===== src/cst_pkg.sv =====
package cst_pkg;

    localparam int OP_W       = 2;
    localparam int HOST_W     = 64;
    localparam int PORT_W     = 16;
    localparam int TIME_W     = 64;
    localparam int SLOT_W     = 5;
    localparam int HEALTH_W   = 7;
    localparam int MODE_W     = 2;
    localparam int LIMIT_W    = 31;
    localparam int STATUS_W   = 2;
    localparam int CNT_OUT_W  = 6;
    localparam int IN_DATA_W  = 152;
    localparam int OUT_DATA_W = 32;

    localparam logic [OP_W-1:0] OP_ACQUIRE = 2'd0;
    localparam logic [OP_W-1:0] OP_RELEASE = 2'd1;
    localparam logic [OP_W-1:0] OP_REAP    = 2'd2;

    localparam logic [STATUS_W-1:0] STATUS_OK       = 2'd0;
    localparam logic [STATUS_W-1:0] STATUS_FULL     = 2'd1;
    localparam logic [STATUS_W-1:0] STATUS_NOT_USED = 2'd2;

    localparam logic [MODE_W-1:0] MODE_IDLE      = 2'd0;
    localparam logic [MODE_W-1:0] MODE_BUSY      = 2'd1;
    localparam logic [MODE_W-1:0] MODE_UNHEALTHY = 2'd2;
    localparam logic [MODE_W-1:0] MODE_WARMING   = 2'd3;

    localparam logic [LIMIT_W-1:0]  LIMIT_DEFAULT = 31'd300000;
    localparam logic [HEALTH_W-1:0] HEALTH_START  = 7'd100;
    localparam logic [HEALTH_W-1:0] HEALTH_STEP   = 7'd20;

    typedef struct packed {
        logic [HOST_W-1:0]   host;
        logic [PORT_W-1:0]   port;
        logic [MODE_W-1:0]   mode;
        logic [HEALTH_W-1:0] health;
        logic [TIME_W-1:0]   stamp;
    } slot_entry_t;

    typedef struct packed {
        logic take;
        logic expire;
    } slot_eval_t;

endpackage


===== src/cst_slot_mem.sv =====
module cst_slot_mem #(
    parameter int DEPTH = 32,
    parameter int AW    = 5
) (
    input  logic                 clk,
    input  logic                 we,
    input  logic [AW-1:0]        wa,
    input  cst_pkg::slot_entry_t wd,
    input  logic [AW-1:0]        ra,
    output cst_pkg::slot_entry_t rd
);

    cst_pkg::slot_entry_t mem [DEPTH];

    always_ff @(posedge clk)
    begin
        if (we)
        begin
            mem[wa] <= wd;
        end
        rd <= mem[ra];
    end

endmodule


===== config.mk =====
export PLATFORM = sky130hd
export DESIGN_NAME = cst_slot_mem
export DESIGN_NICKNAME = d
export VERILOG_FILES = /design/src/cst_pkg.sv /design/src/cst_slot_mem.sv
export SDC_FILE = /design/constraint.sdc
export NUM_CORES = 2
export LEC_CHECK = 0
export BUFFER_PORTS_ARGS = -buffer_cell sky130_fd_sc_hd__buf_2
export CAP_MARGIN = 20
export CORE_MARGIN = 3
export CORE_UTILIZATION = 45
export CTS_BUF_LIST = sky130_fd_sc_hd__clkbuf_8 sky130_fd_sc_hd__clkbuf_16
export CTS_CLUSTER_DIAMETER = 150
export CTS_CLUSTER_SIZE = 8
export DETAILED_ROUTE_END_ITERATION = 12
export PLACE_DENSITY_LB_ADDON = 0.05
export SLEW_MARGIN = 20
export SYNTH_ARGS = -nofsm -noshare
export SYNTH_HDL_FRONTEND = slang
export SYNTH_MEMORY_MAX_BITS = 65536
export SYNTH_SLANG_ARGS = --single-unit
export TNS_END_PERCENT = 5

===== constraint.sdc =====
create_clock -name clk -period 30.4 [get_ports clk]
set_input_delay 7.6 -clock clk [delete_from_list [all_inputs] [get_ports clk]]
set_output_delay 7.6 -clock clk [all_outputs]
set_load 0.05 [all_outputs]

== After elaboration in Yosys (flattened, before gate mapping) ==
Memory sizes are Yosys's and may differ from the RTL's. A register that Yosys moved wholly into a read port is not among the register bits.
Cells that the tools add are included.
W data, S select, Z words.
Word-level totals
  output and inout bits: 153
  word-level logic and storage cells: 3
  bits of input ports: 165
  register bits after elaboration: 0
  RAM bits: 4896
  memories kept: 1
Memories
  mem: depth 32, bits a word 153, read ports 1, clocked after memory_dff 1, write ports 1, RTL line cst_slot_mem.sv:13  | cst_pkg::slot_entry_t mem [DEPTH];
Cells by class
  multiplexer cells: 2
Operators by type and width (number)
  $mux W1: 2

== Depth between registers and ports, before layout ==
  word-level depth: 2
  gate-level depth with buffers: 9
  mapped depth without buffers: 4

== Worst setup path after synthesis ==
No wires, ideal clock.
  kind: input -> register
  start: in wa[1]
  end: mem mem[12][0] in the netlist's numbering, enable pin
  setup slack: 15.117 ns
  buffers on the path: 1
  data arrival time: 14.615 ns
  setup time: 0.668 ns
  required time: 29.732 ns
  stages: 3
  cells stage by stage: or3b_2 clkbuf_1 nor2_1
RTL lines
  from (decl): RTL line cst_slot_mem.sv:7  | input logic [AW-1:0] wa,
  to (decl): RTL line cst_slot_mem.sv:13
No word-level cell before the write port.

==> summary.txt <==
CELLS AND AREA
-------------------------------------------------------------------------------------------------
Final #Nets                                                                                 8,807
Area overhead of the layout relative to synthesis                                           15.5%
Number of standard cells in the final layout excluding fillers                             14,700
Commonest cells after routing, fill and taps aside                                   edfxtp_1 (4,896), mux4_2 (1,080), clkbuf_16 (719), inv_1 (480), o22ai_1 (468)
Commonest non-fill, non-tap cell in the layout                                           edfxtp_1
Ratio of cells with drive above 1 in the final layout                                       0.267

CRITICAL PATH
-------------------------------------------------------------------------------------------------
Worst Path Arrival                                                                       13.36 ns
Slowest cell on the critical path                                                           buf_4
Register-to-Register Path Depth                                                                 3
Endpoint kind of the worst setup timing path                                             register
Crit Reg-Reg Endpoint                                                                      rd[62]
Worst R2R Start                                                                       mem[27][62]
Most frequent cell on the critical path                                                     buf_4
CP max FO                                                                                     119
Delay of the slowest cell on the worst path                                               0.91 ns
Minimum setup slack among reg-to-reg paths                                               28.56 ns
Type of origin of the critical path                                                  primary input
Critical path origin                                                                        ra[2]
Critical Path RT                                                                         31.31 ns
Cell Chain, Critical Path                                                            buf_12 -> buf_4 -> buf_12 -> buf_4 -> buf_4 -> buf_4 -> mux4_2 -> o22ai_1 -> nor4_1
Critical setup path kind                                                                   in2reg

PLACEMENT
-------------------------------------------------------------------------------------------------
Final HPWL DP                                                                          260,000 µm
Number of I/O port buffers                                                                    317
Pre-CTS setup slack                                                                      16.88 ns
Placed Cells incl. Taps                                                                    13,400
RD Place Congestion                                                                         0.732

ROUTE
-------------------------------------------------------------------------------------------------
Via density per instance                                                                     6.07
Wire length after detailed routing                                                     530,000 µm
Initial DRC Count                                                                           9,994
DRC violations left                                                                             0
Count of antenna-violating nets left after detailed routing                                     0
Number of optimization iterations in the first detailed-route pass                              7
DR WL/cell                                                                                36.1 µm
Routed via count                                                                           89,000

GRT
-------------------------------------------------------------------------------------------------
Number of global-route vias before repair                                                  92,600
First-pass GRT wire length                                                             735,000 µm
Largest net degree at the start of global routing                                             122
GRT Resource Usage Total                                                                    0.250
Overflow after GRT                                                                              0
Initial antenna violation count                                                                71

MIN PATH
-------------------------------------------------------------------------------------------------
Hold endpoint                                                                              rd[12]
Classification of the worst-slack hold path                                               reg2reg
Cell count of the worst hold path                                                               3
HP Start                                                                              mem[26][12]

POWER AND IR DROP
-------------------------------------------------------------------------------------------------
Leak pwr                                                                                  69.6 nW
Power density over cell area                                                          72.4 nW/µm²
Internal power summed over all cells                                                      12.2 mW
Sw Pwr                                                                                    3.36 mW
Maximum vdd ir drop                                                                     0.0611 mV
Total design power                                                                        15.5 mW
Net switching fraction of the power                                                         0.216
Comb power frac                                                                             0.046
Share of total power in the clock network                                                   0.452
Reg power frac                                                                              0.501

SYNTHESIS
-------------------------------------------------------------------------------------------------
Warnings, synthesis                                                                             0
Average size of a mapped cell                                                            23.8 µm²
Number of distinct library cell variants in the gate-level netlist after synthesis             31
Portion of synthesized cell area occupied by the leading cell type                          0.791
Largest area contributor in the netlist                                                  edfxtp_1
Summed instance area of the synthesized netlist                                       186,000 µm²
Sequential cell area fraction in the yosys report                                           0.807
Post-synthesis instance total                                                               7,820
FF+latch count, synth                                                                       5,049
Post-synthesis net count                                                                    7,985
Leading post-synthesis cells by cell area                                            edfxtp_1 (79%), mux4_2 (13%), dfxtp_1 (1.6%)

CLOCK NETWORK
-------------------------------------------------------------------------------------------------
Count of instances resized after the clock tree is built                                        0
Number of buffers on the longest clock path                                                     4
Number of buffers created by CTS                                                              701
Clk sinks                                                                                   5,049
Postcts setup bufs                                                                              0
# hold bufs at CTS                                                                              0
Clock-pin slew of the registers on the worst-case setup and hold paths                    0.05 ns
Worst-skew pair later-pin latency                                                         1.05 ns
Clock root buffer master                                                                clkbuf_16
H-Tree Depth                                                                                    6
TritonCTS clock tree                                                                          yes

STA
-------------------------------------------------------------------------------------------------
Post-Route Setup TNS                                                                         0 ns
Highest attainable clock frequency                                                     0.0804 GHz
Smallest setup slack after layout                                                        17.95 ns
Share of the clock period used by the worst path after layout                               0.409
Transition at the pin with the smallest max-transition slack                              1.44 ns
Count of final setup violators                                                                  0
Slew HR                                                                                    0.0430
RSZ-0062 raised after global routing                                                           no
Pins Over Slew Limit                                                                            0
Setup skew after layout                                                                 0.0389 ns
Number of hold violations in the final report                                                   0
Post-route minimum period                                                                12.45 ns

RUN
-------------------------------------------------------------------------------------------------
Total of max-cap violations                                                                     0

RUN STATUS
-------------------------------------------------------------------------------------------------
Run status                                                                           complete, no violations

FLOORPLANNING
-------------------------------------------------------------------------------------------------
Placeable core region                                                                 410,000 µm²
Number of placement rows                                                                      235
Effective utilization at floorplan                                                          0.453
I/O pin total                                                                                 318
Full die area                                                                         421,000 µm²
Die boundary height                                                                        649 µm
Horiz. Die Dim                                                                             649 µm

## kinds of logic after synthesis
kind of cell / count (synthesis) / synth area share
and+or+nand+nor: 289 / 0.00914
AOI/OAI and AO/OA: 684 / 0.0245
muxes: 1368 / 0.146
DFF: 5049 / 0.807
buffers and inverters: 430 / 0.0130
## how the worst max path moves through the flow
stage / end / slack, ns / depth (start not counted)
2_1_floorplan: mem[12][0] / 15.12 / 3
4_1_cts: rd[137] / 18.02 / 9
6_report: rd[137] / 17.95 / 9
3_5_place_dp: rd[137] / 16.88 / 9
5_1_grt: rd[137] / 17.76 / 9
3_3_place_gp: rd[137] / 16.88 / 9
## worst max-delay path, delay by kind of cell
kind / cells / cell delay, ns
simple gates: 1 / 0.34
buf+inv: 6 / 4.65
compound gates: 1 / 0.09
mux: 1 / 0.37
## power by group through the flow
stage / combinational [mW] / clock [mW] / sequential (mW)
6_report: 0.719 / 7.03 / 7.80
5_1_grt: 0.763 / 7.49 / 7.80
4_1_cts: 0.732 / 7.17 / 7.80
3_5_place_dp: 0.730 / 0 / 7.93
3_3_place_gp: 0.720 / 0 / 7.93
2_1_floorplan: 0.341 / 0 / 8.02
## sequential cells by signal, indices dropped and copies added, names as in the netlist
name  flops
mem    4896
rd      153
## metrics by stage
| step | instance area, µm² | hold slack (ns) | util |
|---|---|---|---|
| after floorplan | 186000 | 0.647 | - |
| after global placement | 194000 | 0.676 | 0.474 |
| after detailed placement | 194000 | 0.674 | 0.474 |
| after CTS | 215000 | 0.689 | 0.523 |
| after global routing | 215000 | 0.711 | 0.523 |
| final | 215000 | 0.684 | 0.523 |
## synth_stat cells
cell type / count
nor2_1: 34
or3b_1: 1
clkbuf_4: 4
a22oi_1: 216
nand2_1: 2
nand4_1: 36
nand2b_1: 1
nor2_2: 2
nor4_1: 109
dfxtp_1: 153
and3b_1: 1
or3b_2: 3
nand3b_1: 6
and3_1: 1
nor2b_1: 3
and2_1: 1
o22ai_1: 468
or3_1: 2
mux4_2: 1080
nor3b_2: 1
buf_2: 134
nand2_2: 2
buf_1: 47
buf_6: 55
nor4_2: 8
clkbuf_1: 137
or2_2: 1
nand3_1: 75
edfxtp_1: 4896
buf_4: 53
mux2i_1: 288
## layout make-up
cell class,count,area [µm²]
timing repair buffer,549,3720
antenna,34,85.1
multi-input combinational,2341,33800
clock buffer,719,18000
tap,5451,6820
sequential,5049,150000
fill,32100,196000
clock inverter,514,2230
## per-layer routing
metal	share of wire	track usage
met3	0.058	0.0377
met2	0.51	0.424
met5	0.00020	0
met1	0.41	0.339
met4	0.027	0.0694
Note: power is estimated with default switching activity, not from simulation.
