<file path="config.mk">
export PLATFORM = sky130hd
export DESIGN_NAME = cst_unit
export DESIGN_NICKNAME = d
export VERILOG_FILES = /design/src/cst_pkg.sv /design/src/cst_unit.sv
export SDC_FILE = /design/constraint.sdc
export NUM_CORES = 1
export LEC_CHECK = 0
export BUFFER_PORTS_ARGS = -buffer_cell sky130_fd_sc_hd__buf_4
export CORE_AREA = 2 2 133 135
export DETAILED_ROUTE_END_ITERATION = 12
export DIE_AREA = 0 0 135 137
export PLACE_DENSITY = 0.67
export SETUP_SLACK_MARGIN = 0.15
export SYNTH_ARGS = -nofsm -noshare
export SYNTH_HDL_FRONTEND = slang
export SYNTH_SLANG_ARGS = --single-unit
</file>
<file path="constraint.sdc">
create_clock -name vclk -period 16.5
set_clock_uncertainty 0.05 [all_clocks]
set_input_delay 3.3 -clock vclk [all_inputs]
set_output_delay 3.3 -clock vclk [all_outputs]
set_load 0.01 [all_outputs]
</file>
<file path="src/cst_pkg.sv">
package cst_pkg;

    localparam int OP_W       = 2;
    localparam int HOST_W     = 64;
    localparam int PORT_W     = 16;
    localparam int TIME_W     = 64;
    localparam int SLOT_W     = 5;
    localparam int HEALTH_W   = 7;
    localparam int MODE_W     = 2;
    localparam int LIMIT_W    = 31;
    localparam int STATUS_W   = 2;
    localparam int CNT_OUT_W  = 6;
    localparam int IN_DATA_W  = 152;
    localparam int OUT_DATA_W = 32;

    localparam logic [OP_W-1:0] OP_ACQUIRE = 2'd0;
    localparam logic [OP_W-1:0] OP_RELEASE = 2'd1;
    localparam logic [OP_W-1:0] OP_REAP    = 2'd2;

    localparam logic [STATUS_W-1:0] STATUS_OK       = 2'd0;
    localparam logic [STATUS_W-1:0] STATUS_FULL     = 2'd1;
    localparam logic [STATUS_W-1:0] STATUS_NOT_USED = 2'd2;

    localparam logic [MODE_W-1:0] MODE_IDLE      = 2'd0;
    localparam logic [MODE_W-1:0] MODE_BUSY      = 2'd1;
    localparam logic [MODE_W-1:0] MODE_UNHEALTHY = 2'd2;
    localparam logic [MODE_W-1:0] MODE_WARMING   = 2'd3;

    localparam logic [LIMIT_W-1:0]  LIMIT_DEFAULT = 31'd300000;
    localparam logic [HEALTH_W-1:0] HEALTH_START  = 7'd100;
    localparam logic [HEALTH_W-1:0] HEALTH_STEP   = 7'd20;

    typedef struct packed {
        logic [HOST_W-1:0]   host;
        logic [PORT_W-1:0]   port;
        logic [MODE_W-1:0]   mode;
        logic [HEALTH_W-1:0] health;
        logic [TIME_W-1:0]   stamp;
    } slot_entry_t;

    typedef struct packed {
        logic take;
        logic expire;
    } slot_eval_t;

endpackage

</file>
<file path="src/cst_unit.sv">
module cst_unit (
    input  logic                                 is_reap,
    input  cst_pkg::slot_entry_t                 entry,
    input  logic [cst_pkg::HOST_W-1:0]           host,
    input  logic [cst_pkg::PORT_W-1:0]           port,
    input  logic [cst_pkg::TIME_W-1:0]           now,
    input  logic [cst_pkg::LIMIT_W-1:0]          limit,
    input  logic                                 found,
    input  logic [cst_pkg::HEALTH_W-1:0]         best_health,
    output cst_pkg::slot_eval_t                  result
);

    logic [cst_pkg::TIME_W-1:0] age;
    logic                       match;
    logic                       waiting;

    always_comb
    begin
        // age wraps modulo 2^64
        age     = now - entry.stamp;
        match   = (entry.mode == cst_pkg::MODE_IDLE) && (entry.host == host) &&
                  (entry.port == port);
        waiting = (entry.mode == cst_pkg::MODE_IDLE) ||
                  (entry.mode == cst_pkg::MODE_UNHEALTHY);
        result.take   = !is_reap && match && (!found || entry.health > best_health);
        result.expire = is_reap && waiting && (age > cst_pkg::TIME_W'(limit));
    end

endmodule

</file>
* Word-level counts from Yosys, hierarchy flattened *
Index checks and enable logic that the tools add are counted.

storage, ports and cells
  output and inout port bits = 2
  bits in registers = 0
  bits of input ports = 337

operators by class
  reductions and logical operators = 11
  add/subtract/negate cells = 1
  equality and inequality tests = 3
  magnitude comparators = 2

operator list
  operator                                  number
  == test 64 bit                            1
  greater-than comparator 64 x 31 -> 1 bit  1
  subtractor 64 bit                         1
  == test 16 bit                            1
  greater-than comparator 7 bit             1
  logical AND 1 bit                         6
  == test 2 bit (second input constant)     1
  logical NOT 1 bit                         2
  logical NOT 2 bit                         1
  logical OR 1 bit                          2

* Depth between registers and ports, before layout *
Gate-level depths: netlist (run 1).

  depth after elaboration = 5
  depth in mapped cells = 25

* Worst setup path before layout (run 1) *
Ideal clock, no wire load.

  path type = input to output
  from = input now[0] in the netlist's numbering
  to = output result[0] in the netlist's numbering
  slack = 5.420 ns
  arrival time = 7.730 ns
  cell stages on the path = 24
  path buffers = 0
  required time = 13.150 ns
  cell sequence = inv_1 -> ha_1 -> inv_1 -> fa_1 -> a211oi_1 -> o21ai_0 -> nand3_1 -> and2_1 -> o21ai_0 -> a21o_1 -> a21oi_1 -> o21ai_0 -> xor2_1 -> ha_1 -> nand4_1 -> or4_1 -> nor4_1 -> a21oi_1 -> a2111o_1 -> nor4_1 -> nand4_1 -> nor4_2 -> nand4_1 -> and3b_1

RTL lines
  element          line            text
  start, declared  cst_unit.sv:6   input logic [cst_pkg::TIME_W-1:0] now,
  end, declared    cst_unit.sv:10  output cst_pkg::slot_eval_t result

==> results of run 1 <==
-- power breakdown --
part,leakage [nW],internal (mW),switching (mW)
sequential,0,0,0
combinational,4.70,0.157,0.175
clock,0.0000190,0.0000000245,0
-- path summary, 6_finish.rpt --
path | start | endpoint | slack, ns
setup / recovery | now[0] | result[0] | 4.39
hold / removal | found | result[1] | 6.82
-- layout make-up --
cell class	instances	area (sq um)	area share (%)
Antenna cell	3	7.51	0.0806
Inverter	115	432	4.64
Multi-Input combinational cell	833	6040	64.9
Timing Repair Buffer	339	2540	27.3
Tap cell	225	282	3.02
-- layer usage --
metal / up-vias / global-route usage, % / part of all wire, % / routed length (um)
li1: 4207 / - / - / -
met1: 3876 / 37.2 / 41 / 11800
met2: 342 / 53.8 / 50 / 14200
met3: 29 / 4.70 / 7.7 / 2190
met4: 0 / 4.17 / 1.3 / 376
met5: - / 0 / 0 / 0
-- cells in the final DEF (no fill, tap or decap), types with 17 or more instances in the layout --
| cell type | n |
|---|---|
| buf_4 | 339 |
| inv_1 | 115 |
| a21oi_1 | 105 |
| ha_1 | 101 |
| xor2_1 | 79 |
| nand2_1 | 68 |
| nor2_1 | 57 |
| nand4_1 | 43 |
| o21ai_0 | 40 |
| xnor2_1 | 37 |
| nand3_1 | 29 |
| a21o_1 | 29 |
| nor4_1 | 27 |
| nor3_1 | 21 |
| o21a_1 | 17 |
-- critical path, delay by kind of cell --
| family | cells | cell delay (ns) |
|---|---|---|
| simple gates | 10 | 2.29 |
| compound gates | 8 | 1.81 |
| fa+ha+maj | 3 | 0.86 |
| buf+inv | 4 | 0.34 |
| xor+xnor | 1 | 0.16 |
-- metrics by stage --
step / power [mW] / instances / area [sq um] / utilization [%] / hold slack (ns)
floorplan: 0.207 / 981 / 6660 / - / 6.63
global placement: 0.325 / 1512 / 9300 / 54.5 / 6.82
detailed placement: 0.326 / 1512 / 9300 / 54.5 / 6.82
CTS: 0.328 / 1512 / 9300 / 54.5 / 6.82
global route: 0.367 / 1515 / 9310 / 54.6 / 6.83
finish: 0.331 / 1515 / 9310 / 54.6 / 6.82
-- cells by family (layout without fill, tap and decap cells) --
logic type               after synthesis  count (layout)  synth area share, %
AO/OA/AOI/OAI                        311             311                 31.9
XOR/XNOR                             116             116                 15.2
adder cells (fa/ha/maj)              102             102                 19.3
buffers and inverters                148             454                 9.28
multiplexers                           8               8                 1.22
other                                  0               3                    0
AND/OR/NAND/NOR                      296             296                 23.0
==> results.sh, run 1 <==
export IMPL_status="finished clean"
export IMPL_drc=0
export IMPL_dp_hpwl_um=25700
export IMPL_clkbuf_count=0
export IMPL_clock_fmax_mhz=82.6
export IMPL_fill_cells=1749
export IMPL_maxSlewHeadroom_pct=39.3
export IMPL_dr_pass1_iters=5
export IMPL_die_area_sq_um=18500
export IMPL_synth_area_leaders="ha_1 (19%), xor2_1 (10%), a21oi_1 (7.9%)"
export IMPL_slew_violations=0
export IMPL_avgViaCountPerCell=5.58
export IMPL_tns_ns=0
export IMPL_cellPowerDensity_nw_per_um2=35.6
export IMPL_worst_setup_path_start_kind="primary input"
export IMPL_track_usage_pct=29.5
export IMPL_core_area_sq_um=17100
export IMPL_hold_viol=0
export IMPL_drt_iter0_drc=693
export IMPL_synth_top_area_share_pct=19.0
export IMPL_crit_required_ns=13.15
export IMPL_slowest_delay_ns=0.50
export IMPL_initial_utilization_pct=39.1
export IMPL_synthesis_area_sq_um=6660
export IMPL_grt_pass1_wl_um=43400
export IMPL_grt_max_degree=13
export IMPL_worstHoldPathCells=3
export IMPL_fin_ws_ns=4.39
export IMPL_num_vias=8454
export IMPL_worstMarginPinSlew_ns=0.902
export IMPL_leakagePower_nw=4.70
export IMPL_avgSynthCellArea_sq_um=6.79
export IMPL_maxCapViolCount=0
export IMPL_cts_repair_resized=0
export IMPL_min_path_type="primary input to output pin"
export IMPL_io_buffers=339
export IMPL_area_growth_pct=39.7
export IMPL_ir_drop_mv=0.0160
export IMPL_ys_seq_area_share_pct=0
export IMPL_slowest_stage="or4_1"
export IMPL_rsz0062_at_grt="no"
export IMPL_die_w_um=135
export IMPL_synth_most_common_cell="inv_1"
export IMPL_rows=48
export IMPL_drive_gt1_share_pct=28.6
export IMPL_cts_setup_buffers=0
export IMPL_die_h_um=137
export IMPL_place_congestion=1.00
export IMPL_crit_path_end_kind="output pin"
export IMPL_first_global_vias=8265
export IMPL_pre_cts_ws_ns=4.47
export IMPL_yosys_warnings=0
export IMPL_wl_um=28500
export IMPL_antenna_found_initial=3
export IMPL_pin_count=339
export IMPL_cts_hold_buf=0
export IMPL_synth_area_leader_cell="ha_1"
export IMPL_crit_arrival_ns=8.76
export IMPL_wl_per_cell_um=18.8
export IMPL_setup_violations=0
export IMPL_nFlopsAndLatches=0
export IMPL_path_class="primary input to output pin"
export IMPL_register_area_sq_um=0
export IMPL_synth_fp_nets=1420
export IMPL_ant_nets=0
export IMPL_crit_fanout=4
export IMPL_synth_cell_types=87
export IMPL_nets=1728
export IMPL_synth_common_cells="inv_1 (115), a21oi_1 (105), ha_1 (101), xor2_1 (79), nand2_1 (68)"
export IMPL_netlist_instances=981
export IMPL_grt_overflow_total=0
export IMPL_fin_crit_ns=12.11
export IMPL_finalCritPeriodShare_pct=73.4
(Power assumes the default switching activity.)
==> run 2: changes to the inputs <==
--- a/config.mk
+++ b/config.mk
@@ -6,10 +6,10 @@
 export NUM_CORES = 1
 export LEC_CHECK = 0
 export BUFFER_PORTS_ARGS = -buffer_cell sky130_fd_sc_hd__buf_4
-export CORE_AREA = 2 2 133 135
+export CORE_AREA = 2 2 131 133
 export DETAILED_ROUTE_END_ITERATION = 12
-export DIE_AREA = 0 0 135 137
-export PLACE_DENSITY = 0.67
+export DIE_AREA = 0 0 133 135
+export PLACE_DENSITY = 0.69
 export SETUP_SLACK_MARGIN = 0.15
 export SYNTH_ARGS = -nofsm -noshare
 export SYNTH_HDL_FRONTEND = slang
==> constraint.sdc (replaced) <==
create_clock -name vclk -period 11.45
set_clock_uncertainty 0.05 [all_clocks]
set_input_delay 2.29 -clock vclk [all_inputs]
set_output_delay 2.29 -clock vclk [all_outputs]
set_load 0.01 [all_outputs]
==> run 2 against run 1 <==
Against the previous run:
- critical endpoint unchanged
- clock-buffer cell count is the same
- flip-flop and latch count is the same
- die area shrank 2.9%
- largest cell class unchanged
- highest routed layer is now met5
- global-route usage grew 1.2 points
- power grew 44%
- sequential share of layout area is the same
- combinational power grew 44%
==> results.sh, run 2 (synthesized netlist as in run 1, its figures left out) <==
export IMPL_nFlopsAndLatches=0
export IMPL_power_uw=478
export IMPL_slowest_stage="or4_1"
export IMPL_path_class="primary input to output pin"
export IMPL_place_area_sq_um=9300
export IMPL_worst_setup_path_start_kind="primary input"
export IMPL_grt_pass1_wl_um=43500
export IMPL_area_growth_pct=39.8
export IMPL_rsz0062_at_grt="no"
export IMPL_pre_cts_ws_ns=1.46
export IMPL_die_w_um=133
export IMPL_crit_arrival_ns=7.71
export IMPL_first_global_vias=8046
export IMPL_crit_required_ns=9.11
export IMPL_wl_um=29100
export IMPL_layout_common_cells="buf_4 (339), inv_1 (115), a21oi_1 (105)"
export IMPL_drc=0
export IMPL_cts_hold_buf=0
export IMPL_ant_nets=0
export IMPL_swShare_pct=52.8
export IMPL_maxSlewHeadroom_pct=28.8
export IMPL_tns_ns=0
export IMPL_switchingPower_uw=252
export IMPL_drive_gt1_share_pct=28.6
export IMPL_holdWs_ns=4.79
export IMPL_dp_cells=1507
export IMPL_hold_viol=0
export IMPL_crit_fanout=4
export IMPL_dr_pass1_iters=5
export IMPL_min_path_type="primary input to output pin"
export IMPL_drt_iter0_drc=577
export IMPL_cts_repair_resized=0
export IMPL_fin_ws_ns=1.40
export IMPL_pin_count=339
export IMPL_die_h_um=135
export IMPL_worstMarginPinSlew_ns=1.06
export IMPL_power_frac_clock_pct=0
export IMPL_sequentialPowerShare_pct=0
export IMPL_setup_violations=0
export IMPL_place_congestion=0.957
export IMPL_slowest_delay_ns=0.47
export IMPL_leakagePower_nw=4.70
export IMPL_internal_power_uw=226
export IMPL_layout_commonest_cell="buf_4"
export IMPL_wl_per_cell_um=19.2
export IMPL_core_area_sq_um=16400
export IMPL_die_area_sq_um=18000
export IMPL_nets=1728
export IMPL_cellPowerDensity_nw_per_um2=51.3
export IMPL_dp_hpwl_um=26100
export IMPL_power_frac_comb_pct=100.0
export IMPL_slew_violations=0
export IMPL_io_buffers=339
export IMPL_grt_overflow_total=0
export IMPL_fin_crit_ns=10.05
export IMPL_register_area_sq_um=0
export IMPL_clkbuf_count=0
export IMPL_rows=47
export IMPL_num_vias=8444
export IMPL_clock_fmax_mhz=99.5
export IMPL_antenna_found_initial=12
export IMPL_crit_path_end_kind="output pin"
export IMPL_grt_max_degree=13
export IMPL_finalCritPeriodShare_pct=87.7
export IMPL_status="finished clean"
export IMPL_ir_drop_mv=0.0185
export IMPL_track_usage_pct=30.7
export IMPL_final_cell_area_sq_um=9310
export IMPL_avgViaCountPerCell=5.58
export IMPL_maxCapViolCount=0
export IMPL_initial_utilization_pct=40.6
export IMPL_stdcell_count=1514
export IMPL_final_util_pct=56.8
export IMPL_cts_setup_buffers=0
## run 2: routing by layer
layer  vias up  global-route usage [%]  share of wire, %
li1       4219                       -                 -
met1      3825                    37.5                40
met2       338                    52.0                47
met3        52                    8.22               9.2
met4        10                    11.2               3.2
met5         -                       0              0.21
## run 2: cell type report
type,count,area [sq um]
multi-input combinational,833,6040
fill,1631,7090
inverter,115,432
tap,220,275
timing repair buffer,339,2540
antenna,7,17.5
## run 2: power groups by stage
stage               combinational (mW)  sequential, mW    clock (mW)
global placement                 0.466               0             0
finish                           0.478               0  0.0000000825
floorplan                        0.299               0             0
detailed placement               0.469               0             0
global route                     0.528               0  0.0000000704
CTS                              0.471               0             0
## run 2: worst max-delay path: cells and delay by family
kind	cells	cell delay, ns
buf+inv	4	0.35
simple gates	10	2.19
xor+xnor	1	0.16
fa+ha+maj	3	0.86
compound gates	8	1.83
## run 2: final timing paths
check | from | endpoint | slack, ns | cells past startpoint
setup / recovery | now[0] | result[0] | 1.40 | 26
hold / removal | found | result[1] | 4.79 | 3
==> run 3: changes to the inputs <==
--- a/config.mk
+++ b/config.mk
@@ -9,6 +9,7 @@
 export CORE_AREA = 2 2 131 133
 export DETAILED_ROUTE_END_ITERATION = 12
 export DIE_AREA = 0 0 133 135
+export MAX_ROUTING_LAYER = met4
 export PLACE_DENSITY = 0.69
 export SETUP_SLACK_MARGIN = 0.15
 export SYNTH_ARGS = -nofsm -noshare
==> run 3 against run 2 <==
Against the previous run:
- worst setup slack got worse by 0.075 ns
- maximum frequency fell by 0.74%
- global-route usage rose by 1.5 points
- worst hold slack improved by 0.0011 ns
==> results.sh, run 3 (synthesized netlist as in run 1, its figures left out) <==
export IMPL_cellPowerDensity_nw_per_um2=51.5
export IMPL_place_congestion=0.962
export IMPL_register_area_sq_um=0
export IMPL_die_w_um=133
export IMPL_worstHoldPathCells=3
export IMPL_maxCapViolCount=0
export IMPL_rows=47
export IMPL_slew_violations=0
export IMPL_die_area_sq_um=18000
export IMPL_core_area_sq_um=16400
export IMPL_tns_ns=0
export IMPL_setup_violations=0
export IMPL_crit_fanout=4
export IMPL_layout_common_cells="buf_4 (339), inv_1 (115), a21oi_1 (105)"
export IMPL_holdWs_ns=4.79
export IMPL_nets=1728
export IMPL_drt_iter0_drc=603
export IMPL_avgViaCountPerCell=5.59
export IMPL_crit_required_ns=9.11
export IMPL_drive_gt1_share_pct=28.6
export IMPL_status="finished clean"
export IMPL_drc=0
export IMPL_antenna_found_initial=12
export IMPL_leakagePower_nw=4.70
export IMPL_rsz0062_at_grt="no"
export IMPL_fin_crit_ns=10.12
export IMPL_crit_arrival_ns=7.78
export IMPL_min_path_type="primary input to output pin"
export IMPL_cts_repair_resized=0
export IMPL_dr_pass1_iters=7
export IMPL_path_class="primary input to output pin"
export IMPL_cts_setup_buffers=0
export IMPL_fill_cells=1632
export IMPL_worst_setup_path_start_kind="primary input"
export IMPL_area_growth_pct=40.0
export IMPL_io_buffers=339
export IMPL_clkbuf_count=0
export IMPL_die_h_um=135
export IMPL_num_vias=8493
export IMPL_ir_drop_mv=0.0179
export IMPL_grt_overflow_total=0
export IMPL_first_global_vias=8177
export IMPL_slowest_delay_ns=0.48
export IMPL_min_to="result[1]"
export IMPL_dp_hpwl_um=26400
export IMPL_slowest_stage="or4_1"
export IMPL_worstMarginPinSlew_ns=1.02
export IMPL_layout_commonest_cell="buf_4"
export IMPL_finalCritPeriodShare_pct=88.4
export IMPL_min_delay_start="found"
export IMPL_maxSlewHeadroom_pct=31.5
export IMPL_startpoint="now[0]"
export IMPL_clock_fmax_mhz=98.8
export IMPL_track_usage_pct=32.2
export IMPL_cts_hold_buf=0
export IMPL_grt_pass1_wl_um=44000
export IMPL_initial_utilization_pct=40.6
export IMPL_pin_count=339
export IMPL_power_uw=480
export IMPL_nFlopsAndLatches=0
export IMPL_wl_um=29500
export IMPL_ant_nets=0
export IMPL_wl_per_cell_um=19.4
export IMPL_crit_path_end_kind="output pin"
export IMPL_grt_max_degree=13
export IMPL_hold_viol=0
-- run 3: area by class of cell --
class | count | area [sq um] | share of cell area (%)
Multi-Input combinational cell | 833 | 6040 | 64.8
Timing Repair Buffer | 339 | 2540 | 27.3
Inverter | 115 | 432 | 4.63
Tap cell | 220 | 275 | 2.95
Antenna cell | 12 | 30.0 | 0.322
-- run 3: how the worst max path moves through the flow --
stage           endpoint  slack (ns)  depth (start not counted)
2_1_floorplan  result[0]        2.39                         24
3_3_place_gp   result[0]        1.57                         26
3_5_place_dp   result[0]        1.38                         26
4_1_cts        result[0]        1.37                         26
5_1_grt        result[0]        0.78                         26
6_report       result[0]        1.33                         26
-- run 3: per-layer routing --
metal	wire (um)	global-route usage (%)	vias up
met2	14000	52.2	377
met1	12000	39.0	3855
met5	0	-	-
met3	2530	6.57	44
met4	867	13.8	0
li1	-	-	4217
-- run 3: worst max-delay path, delay by kind of cell --
family	cells	cell delay [ns]
AO/OA/AOI/OAI	8	1.86
adder cells (fa/ha/maj)	3	0.87
AND/OR/NAND/NOR	10	2.23
XOR/XNOR	1	0.17
buffers and inverters	4	0.35
-- run 3: stage by stage --
stage          instance area, sq um  std cells  setup slack (ns)  util [%]
3_3_place_gp                   9300       1507              1.57      56.7
4_1_cts                        9300       1507              1.37      56.7
5_1_grt                        9330       1519             0.779      56.8
3_5_place_dp                   9300       1507              1.38      56.7
6_report                       9330       1519              1.33      56.8
2_1_floorplan                  6660        981              2.39         -
-- run 3: where the power goes --
group	total, mW	internal [mW]	switching [mW]	leakage (nW)
clock network	0.000000143	0.000000143	0	0.0000761
registers	0	0	0	0
logic	0.480	0.226	0.254	4.70
total	0.480	0.226	0.254	4.70
